File: config.mk
export PLATFORM = sky130hd
export DESIGN_NAME = lpd_parse
export DESIGN_NICKNAME = d
export VERILOG_FILES = /design/src/sv/lpd_pkg.sv /design/src/sv/lpd_parse.sv
export SDC_FILE = /design/constraint.sdc
export NUM_CORES = 1
export LEC_CHECK = 0
export BUFFER_PORTS_ARGS = -buffer_cell sky130_fd_sc_hd__buf_2
export CAP_MARGIN = 20
export CORE_MARGIN = 2
export CORE_UTILIZATION = 29
export DETAILED_ROUTE_END_ITERATION = 7
export GPL_ROUTABILITY_DRIVEN = 0
export PLACE_DENSITY_LB_ADDON = 0.08
export SYNTH_ARGS = -nofsm -noshare
export SYNTH_HDL_FRONTEND = slang
export SYNTH_SLANG_ARGS = --single-unit
File: constraint.sdc
create_clock -name vclk -period 2.8
set_input_delay 0.42 -clock vclk [all_inputs]
set_output_delay 0.42 -clock vclk [all_outputs]
set_load 0.02 [all_outputs]
File: src/sv/lpd_pkg.sv
// Shared types and constants for the length-prefix deframer.
// No dependencies.
`default_nettype none
package lpd_pkg;

    localparam int CONNECTIONS_DEF = 256;
    localparam int CONN_W          = 8;
    localparam int MAX_DEPTH       = 1 << CONN_W;

    localparam logic [1:0] PH_HIGH    = 2'd0;
    localparam logic [1:0] PH_LOW     = 2'd1;
    localparam logic [1:0] PH_PAYLOAD = 2'd2;

    localparam logic OP_BYTE  = 1'b0;
    localparam logic OP_CLOSE = 1'b1;

    typedef struct packed {
        logic [1:0]  phase;
        logic [7:0]  hdr_high;
        logic [15:0] remaining;
        logic        started;
    } t_ctx;

    typedef struct packed {
        logic [7:0] conn_id;
        logic [7:0] payload_byte;
        logic       first;
        logic       last;
        logic       empty;
    } t_res;

    typedef struct packed {
        logic wr_en;
        t_ctx ctx_new;
        logic res_vld;
        t_res res;
    } t_step;

endpackage
`default_nettype wire

File: src/sv/lpd_parse.sv
// Header/payload parse step: next context and optional result for one transfer.
// Depends on lpd_pkg.
`default_nettype none
module lpd_parse (
    input  wire logic          i_in_range,
    input  wire logic          i_op,
    input  wire logic [7:0]    i_conn_id,
    input  wire logic [7:0]    i_data_byte,
    input  wire lpd_pkg::t_ctx i_ctx,
    output lpd_pkg::t_step     o_step
);

    logic [15:0] len;
    logic [15:0] rem_dec;
    logic        last;

    always_comb begin
        len     = {i_ctx.hdr_high, i_data_byte};
        rem_dec = (i_ctx.remaining != 16'd0) ? i_ctx.remaining - 16'd1 : 16'd0;
        last    = (rem_dec == 16'd0);

        o_step                      = '0;
        o_step.ctx_new              = i_ctx;
        o_step.res.conn_id          = i_conn_id;
        o_step.wr_en                = i_in_range;

        if (i_op == lpd_pkg::OP_CLOSE) begin
            o_step.ctx_new.phase = lpd_pkg::PH_HIGH;
        end else begin
            unique case (i_ctx.phase)
                lpd_pkg::PH_LOW: begin
                    if (len == 16'd0) begin
                        o_step.ctx_new.phase = lpd_pkg::PH_HIGH;
                        o_step.res_vld       = i_in_range;
                        o_step.res.first     = 1'b1;
                        o_step.res.last      = 1'b1;
                        o_step.res.empty     = 1'b1;
                    end else begin
                        o_step.ctx_new.phase     = lpd_pkg::PH_PAYLOAD;
                        o_step.ctx_new.remaining = len;
                        o_step.ctx_new.started   = 1'b0;
                    end
                end
                lpd_pkg::PH_PAYLOAD: begin
                    o_step.ctx_new.remaining = rem_dec;
                    o_step.ctx_new.started   = 1'b1;
                    o_step.ctx_new.phase     = last ? lpd_pkg::PH_HIGH : lpd_pkg::PH_PAYLOAD;
                    o_step.res_vld           = i_in_range;
                    o_step.res.payload_byte  = i_data_byte;
                    o_step.res.first         = !i_ctx.started;
                    o_step.res.last          = last;
                end
                default: begin
                    // header high byte; unused phase code behaves the same
                    o_step.ctx_new.hdr_high = i_data_byte;
                    o_step.ctx_new.phase    = lpd_pkg::PH_LOW;
                end
            endcase
        end
    end

endmodule
`default_nettype wire

==> flow_results.org, run 1 <==
** Yosys
- Synthesis handed over a netlist of 162 instances.
- A synthesized cell averages 6.580 sq um.
- When the netlist entered floorplanning its net count stood at 210.
- Warnings from Yosys :: 0
- For this run, the register share of the synthesized area comes to 0.
- Counting distinct cell types in the post-synthesis netlist gives 42.
- Synth Cell Area :: 1066 sq um

** Layout
- The area growth from synthesis to layout is 48.12%.
- Multi-input logic area :: 934.6 sq um
- Share of layout cells above drive strength 1 :: 0.4634
- Clock buffer count in the final layout :: 0
- Filler cells :: 415
- There are 0 flip-flops and latches.
- Count of inserted antenna diode cells :: 0
- The library cell used most frequently in the layout, excluding fill and tap cells, is sky130_fd_sc_hd__buf_2.
- Once layout is done, the placed cells without fillers occupy 1579 sq um.
- For this run, the post-layout net count is 296.
- Commonest cells after routing, fill and taps aside :: 77 x sky130_fd_sc_hd__buf_2, 22 x sky130_fd_sc_hd__buf_4, 17 x sky130_fd_sc_hd__o21ai_0
- Registers take 0 sq um.

** Detailed routing
- Number of violations reported at the end of detailed-routing iteration 0 :: 95
- The count of nets left with antenna violations once routing finished came out at 0.
- Detailed Route WL :: 4449 um
- Per-cell via count in the routed design :: 5.435
- After detailed routing, the average wire length per cell comes to 15.13 um.
- DR vias :: 1598
- The first detailed-routing pass took 4 iterations.
- DRC violation count after routing :: 0

** Global route
- Pin count of the biggest net entering global routing :: 9
- Global-route track usage on met3 :: 0.006944
- The first global-routing pass estimated 7320 um of wire.
- Across every metal layer, demand over resource in global routing totals 0.2129.
- Met2 Track Usage GR :: 0.3490
- For this run, global-route usage on met1 was measured as 0.3104.
- The via count of the first global-routing pass came to 1460.
- Sum of overflow across all layers after global routing :: 0
- Global-route layer with the greatest usage :: met2
- The number of antenna violations at the first check in global routing was 0.

** Worst setup path
- For this run, the slowest stage of the critical path takes 560 ps.
- The critical path is of the in -> out type.
- The worst setup path is captured at an output pin.
- Counting both buffers and inverters, the worst setup path holds a total of 2.
- Signal arrival time at the worst endpoint :: 2300 ps
- In this run the worst path has a maximum fanout of 8.
- CP Launch Type :: primary input
- Cell-by-cell trace of the critical path :: buf_2, or4_4, nor4_4, a21o_2, o21ai_0, a221o_1, buf_2
- Critical path's slowest cell :: sky130_fd_sc_hd__or4_4
- Among the stages of the critical path, the cell type that occurs most often is sky130_fd_sc_hd__buf_2.
- CP delay by family, top :: simple AND/OR/NAND/NOR gates
- STA puts the critical path data required time at 2380 ps.

** Power
- For this design the static power due to leakage is 0.7765 nW.
- Across the VDD grid, the largest voltage drop is 82.40 uV.
- In this run the power density over the cells is 168.0 nW/um^2.
- Power comes to 0.2652 mW.

** Timing
- For the finished layout, the period the worst path requires is 2722 ps.
- Timing-limited maximum frequency :: 367.3 MHz
- Slew at the pin with the worst max-slew slack :: 456.2 ps
- Sum Neg Setup Slack :: 0 ps
- Measured against its own limit, the worst slew margin works out to 0.6930.
- Fin. Hold Viols :: 0
- Share of the clock period used by the worst path :: 0.9723
- Setup repair after global routing left no endpoint under its margin.
- Number of pins with negative max-slew slack in the final report :: 0
- Setup ws final :: 77.60 ps
- Final count of negative-setup-slack endpoints :: 0

** Status
- Status :: finished, final reports clean

** Job
- Maximum Capacitance Violations :: 0

** Floorplan
- Core area :: 3606 sq um
- I/O pin total :: 93
- For this configuration, the core starts out at a cell density of 0.2956.
- Placement row count :: 22
- The die is 64.63 um wide.
- Die height :: 64.63 um
- Overall die area :: 4177 sq um

** Clocking
- Post-CTS timing repair inserted 0 buffers for setup.
- Hold-fix buffers at CTS :: 0

** Hold path
- Counting instances, the worst hold path has a depth of 0.
- Tightest Hold Check Type :: in -> out
- The startpoint identified for the worst hold timing path is i_conn_id[7].
- The path with the worst hold slack has its endpoint at o_step[18].

** Placement
- Summed over all nets, the half-perimeter wirelength after detailed placement is 3682 um.
- Standard cell area after detailed placement :: 1572 sq um
- Input/output buffers :: 77
- Placement-stage worst setup slack :: -23.95 ps
==> per-stage QoR <==
step	std cells	hold slack [ps]	util
floorplan	162	928.7	-
global placement	294	840.1	0.4358
detailed placement	294	840.1	0.4358
CTS	294	840.1	0.4358
global route	294	840.0	0.4379
finish	294	840.0	0.4379
==> per-layer routing <==
layer | part of all wire | vias up
met5 | 0 | -
met4 | 0.015 | 0
met3 | 0.072 | 10
met2 | 0.45 | 82
met1 | 0.46 | 719
li1 | - | 787
==> Yosys cell counts, types with 3 or more instances <==
master / number / area [sq um]
sky130_fd_sc_hd__a21o_1: 4 / 30.03
sky130_fd_sc_hd__a21oi_1: 10 / 50.05
sky130_fd_sc_hd__a221o_1: 5 / 50.05
sky130_fd_sc_hd__a22oi_1: 5 / 37.54
sky130_fd_sc_hd__and2_1: 8 / 50.05
sky130_fd_sc_hd__buf_4: 9 / 67.56
sky130_fd_sc_hd__clkbuf_1: 4 / 15.01
sky130_fd_sc_hd__ha_1: 3 / 37.54
sky130_fd_sc_hd__inv_1: 9 / 33.78
sky130_fd_sc_hd__mux2_2: 8 / 90.09
sky130_fd_sc_hd__nand2_1: 10 / 37.54
sky130_fd_sc_hd__nand3_1: 3 / 15.01
sky130_fd_sc_hd__nand4_1: 3 / 18.77
sky130_fd_sc_hd__nor2_1: 10 / 37.54
sky130_fd_sc_hd__nor2b_1: 3 / 18.77
sky130_fd_sc_hd__nor3_1: 10 / 50.05
sky130_fd_sc_hd__nor4_1: 10 / 62.56
sky130_fd_sc_hd__o21ai_0: 17 / 85.08
sky130_fd_sc_hd__or3_1: 3 / 18.77
==> area by class of cell <==
type	count	area share
multi-input cells	138	0.5919
inverters	9	0.02139
repair buffers	99	0.3487
well taps	48	0.03803
==> timing repair <==
| action | CTS | global route |
|---|---|---|
| resized for setup | 0 | 2 |
| setup endpoints to repair | 4 | 7 |
| endpoints found under the hold margin | 0 | 0 |
| pin swaps | 2 | 0 |
==> power breakdown <==
part	internal, mW	switching [mW]
Combinational	0.106	0.159
Clock	0	0
Sequential	0	0
==> kinds of logic (layout without fill, tap and decap cells) <==
kind of cell,Yosys count,after routing,synth area share
XOR/XNOR,1,1,0.008217
AND/OR/NAND/NOR,68,68,0.3721
buffers and inverters,24,108,0.1303
AO/OA/AOI/OAI,56,56,0.3510
multiplexers,10,10,0.1033
adder cells (fa/ha/maj),3,3,0.03522
==> worst max-delay path by stage <==
stage,slack [ps],start,cells after the start,end
after CTS,10,i_ctx[11],7,o_step[32]
after global routing,7,i_ctx[11],8,o_step[36]
final,80,i_ctx[11],7,o_step[32]
after detailed placement,-20,i_ctx[1],9,o_step[32]
after floorplan,180,i_ctx[25],7,o_step[25]
after global placement,7,i_ctx[1],9,o_step[32]
No activity file was read; power rests on OpenSTA's default activity.
==> inputs of run 2 (changes only) <==
==> constraint.sdc (replaced) <==
create_clock -name vclk -period 3.1
set_input_delay 0.465 -clock vclk [all_inputs]
set_output_delay 0.465 -clock vclk [all_outputs]
set_load 0.02 [all_outputs]
==> run 2 against run 1 <==
First-iteration DRC count up 32%. Critical path depth increased by 3. Sequential share of layout area did not move. Combinational power decreased by 12%. Flip-flop and latch count unchanged. Die area stayed put. Highest routed layer unchanged. Largest power group unchanged. Design area shrank 3.4%. Core utilization is 1.5 points lower. Critical endpoint unchanged. Wire length shrank 1.9%. Largest cell class unchanged. Worst setup slack improved by 140 ps. Clock-buffer cell count unchanged. Non-clock buffer count decreased by 7.
==> flow_results.org, run 2 (synthesis results as in run 1) <==
** Worst setup path
- Cell-by-cell trace of the critical path :: buf_2, inv_1, ha_1, or3b_4, nor4_4, a21o_1, buf_4, o21ai_0, a221o_1, buf_2
- CP Data Required Time :: 2630 ps
- Kind of critical path :: in -> out
- Signal arrival time at the worst endpoint :: 2420 ps
- Biggest cell delay along the critical path :: 420 ps
- Critical path's slowest cell :: sky130_fd_sc_hd__or3b_4
- Cell repeated most along the worst path :: sky130_fd_sc_hd__buf_2
- CP delay by family, top :: simple AND/OR/NAND/NOR gates
- Buffer and inverter count on the worst path :: 4
- Worst-path maximum fanout :: 5
- CP Launch Type :: primary input
- Type of element capturing the critical path :: output pin
- Start point of the critical path :: i_ctx[1]

** Timing
- At the pin with the least slew margin, the transition time is 681.8 ps.
- Worst relative slew slack :: 0.5455
- Number of pins with negative max-slew slack in the final report :: 0
- Sum Neg Setup Slack :: 0 ps
- Share of the clock period used by the worst path :: 0.9308
- Final count of negative-setup-slack endpoints :: 0
- Clock period minus final worst setup slack :: 2885 ps
- Timing-limited maximum frequency :: 346.6 MHz
- Fin. Hold Viols :: 0
- Setup repair after global routing left no endpoint under its margin.

** Job
- Maximum Capacitance Violations :: 0

** Global route
- The number of antenna violations at the first check in global routing was 0.
- Global routing finished with a remaining overflow of 0.
- Global-route wire length before repair :: 7017 um
- The via count of the first global-routing pass came to 1440.
- Global routing usage summed across all routing layers :: 0.2053
- Pin count of the biggest net entering global routing :: 18

** Placement
- Detailed placement ended at an HPWL of 3589 um.
- Input/output buffers :: 77

** Clocking
- In this run the post-CTS setup repair buffer count came out at 0.
- Hold-fix buffers at CTS :: 0

** Power
- Static leakage :: 0.7438 nW
- VDD IR-drop max :: 58.37 uV
- For this design the ratio of total power to cell area is 153.6 nW/um^2.

** Detailed routing
- After detailed routing, the number of vias per cell comes to 5.456.
- Detailed Route WL :: 4364 um
- The first detailed-routing pass ran for 4 iterations.
- DRC violation count after routing :: 0
- Dividing the detail-routed wire length by the instance count gives 15.21 um.
- Post-DRT Antenna Nets :: 0
- Number of violations reported at the end of detailed-routing iteration 0 :: 125
- Across all layers, the routed design uses 1566 vias.

** Hold path
- Hold path start :: i_conn_id[7]
- The worst hold path belongs to the class in -> out.

** Floorplan
- In this run the count of I/O pins placed on the die edge is 93.
- Die Wd :: 64.63 um
- Placement row count :: 22
- Core area :: 3606 sq um
- The die covers 4177 sq um.
- Initial cell density of the core :: 0.2956
- Die height :: 64.63 um

** Layout
- In the final design database the tool counted 289 nets.
- Clock buffer count in the final layout :: 0
- Once layout is complete, the utilization of the core stands at 0.4230.
- The filler cells instantiated in the layout total 394.
- Sequential cells placed in the final layout were counted as 0.
- Commonest cells after routing, fill and taps aside :: 77 x sky130_fd_sc_hd__buf_2, 17 x sky130_fd_sc_hd__o21ai_0, 15 x sky130_fd_sc_hd__buf_4
- Count of inserted antenna diode cells :: 0
- Area growth, synth to finish :: 43.07%
- The sequential cells in the finished layout cover a total of 0 sq um.
- Share of layout cells above drive strength 1 :: 0.4393
- The library cell used most frequently in the layout, excluding fill and tap cells, is sky130_fd_sc_hd__buf_2.

** Status
- Status :: finished, final reports clean
## run 2: report_power, final
group | switching [mW] | internal (mW)
sequential | 0 | 0
clock | 0 | 0
combinational | 0.142 | 0.0924
total | 0.142 | 0.0924
## run 2: path summary, 6_finish.rpt
path | to | slack (ps) | cells after the start
max | o_step[32] | 210 | 10
min | o_step[18] | 930 | 0
## run 2: layout make-up
| cell class | instances | area (sq um) | area share |
|---|---|---|---|
| Tap cell | 48 | 60.06 | 0.03938 |
| Multi-Input combinational cell | 138 | 933.4 | 0.6120 |
| Timing Repair Buffer | 92 | 498.0 | 0.3265 |
| Inverter | 9 | 33.78 | 0.02215 |
## run 2: metrics by stage
step	hold WS, ps	power [mW]	std cells	setup WS [ps]	area (sq um)
after floorplan	1019	0.1427	162	389.6	1066
after global placement	930.1	0.2346	287	191.0	1519
after detailed placement	930.1	0.2316	287	111.2	1519
after CTS	930.1	0.2327	287	101.0	1519
after global routing	930.0	0.2537	287	83.49	1525
final	930.0	0.2342	287	214.5	1525
## run 2: repair_timing
action                                  in CTS  in global routing
hold endpoints to repair                     0                  0
endpoints found under the setup margin       0                  2
gates resized for setup                      0                  1
## run 2: routing by layer
| metal | vias to the layer above | global-route usage | part of all wire |
|---|---|---|---|
| met3 | 7 | 0.01389 | 0.084 |
| met5 | - | 0 | 0 |
| met4 | 0 | 0.03457 | 0.0096 |
| met2 | 75 | 0.3438 | 0.45 |
| li1 | 774 | - | - |
| met1 | 710 | 0.2917 | 0.45 |
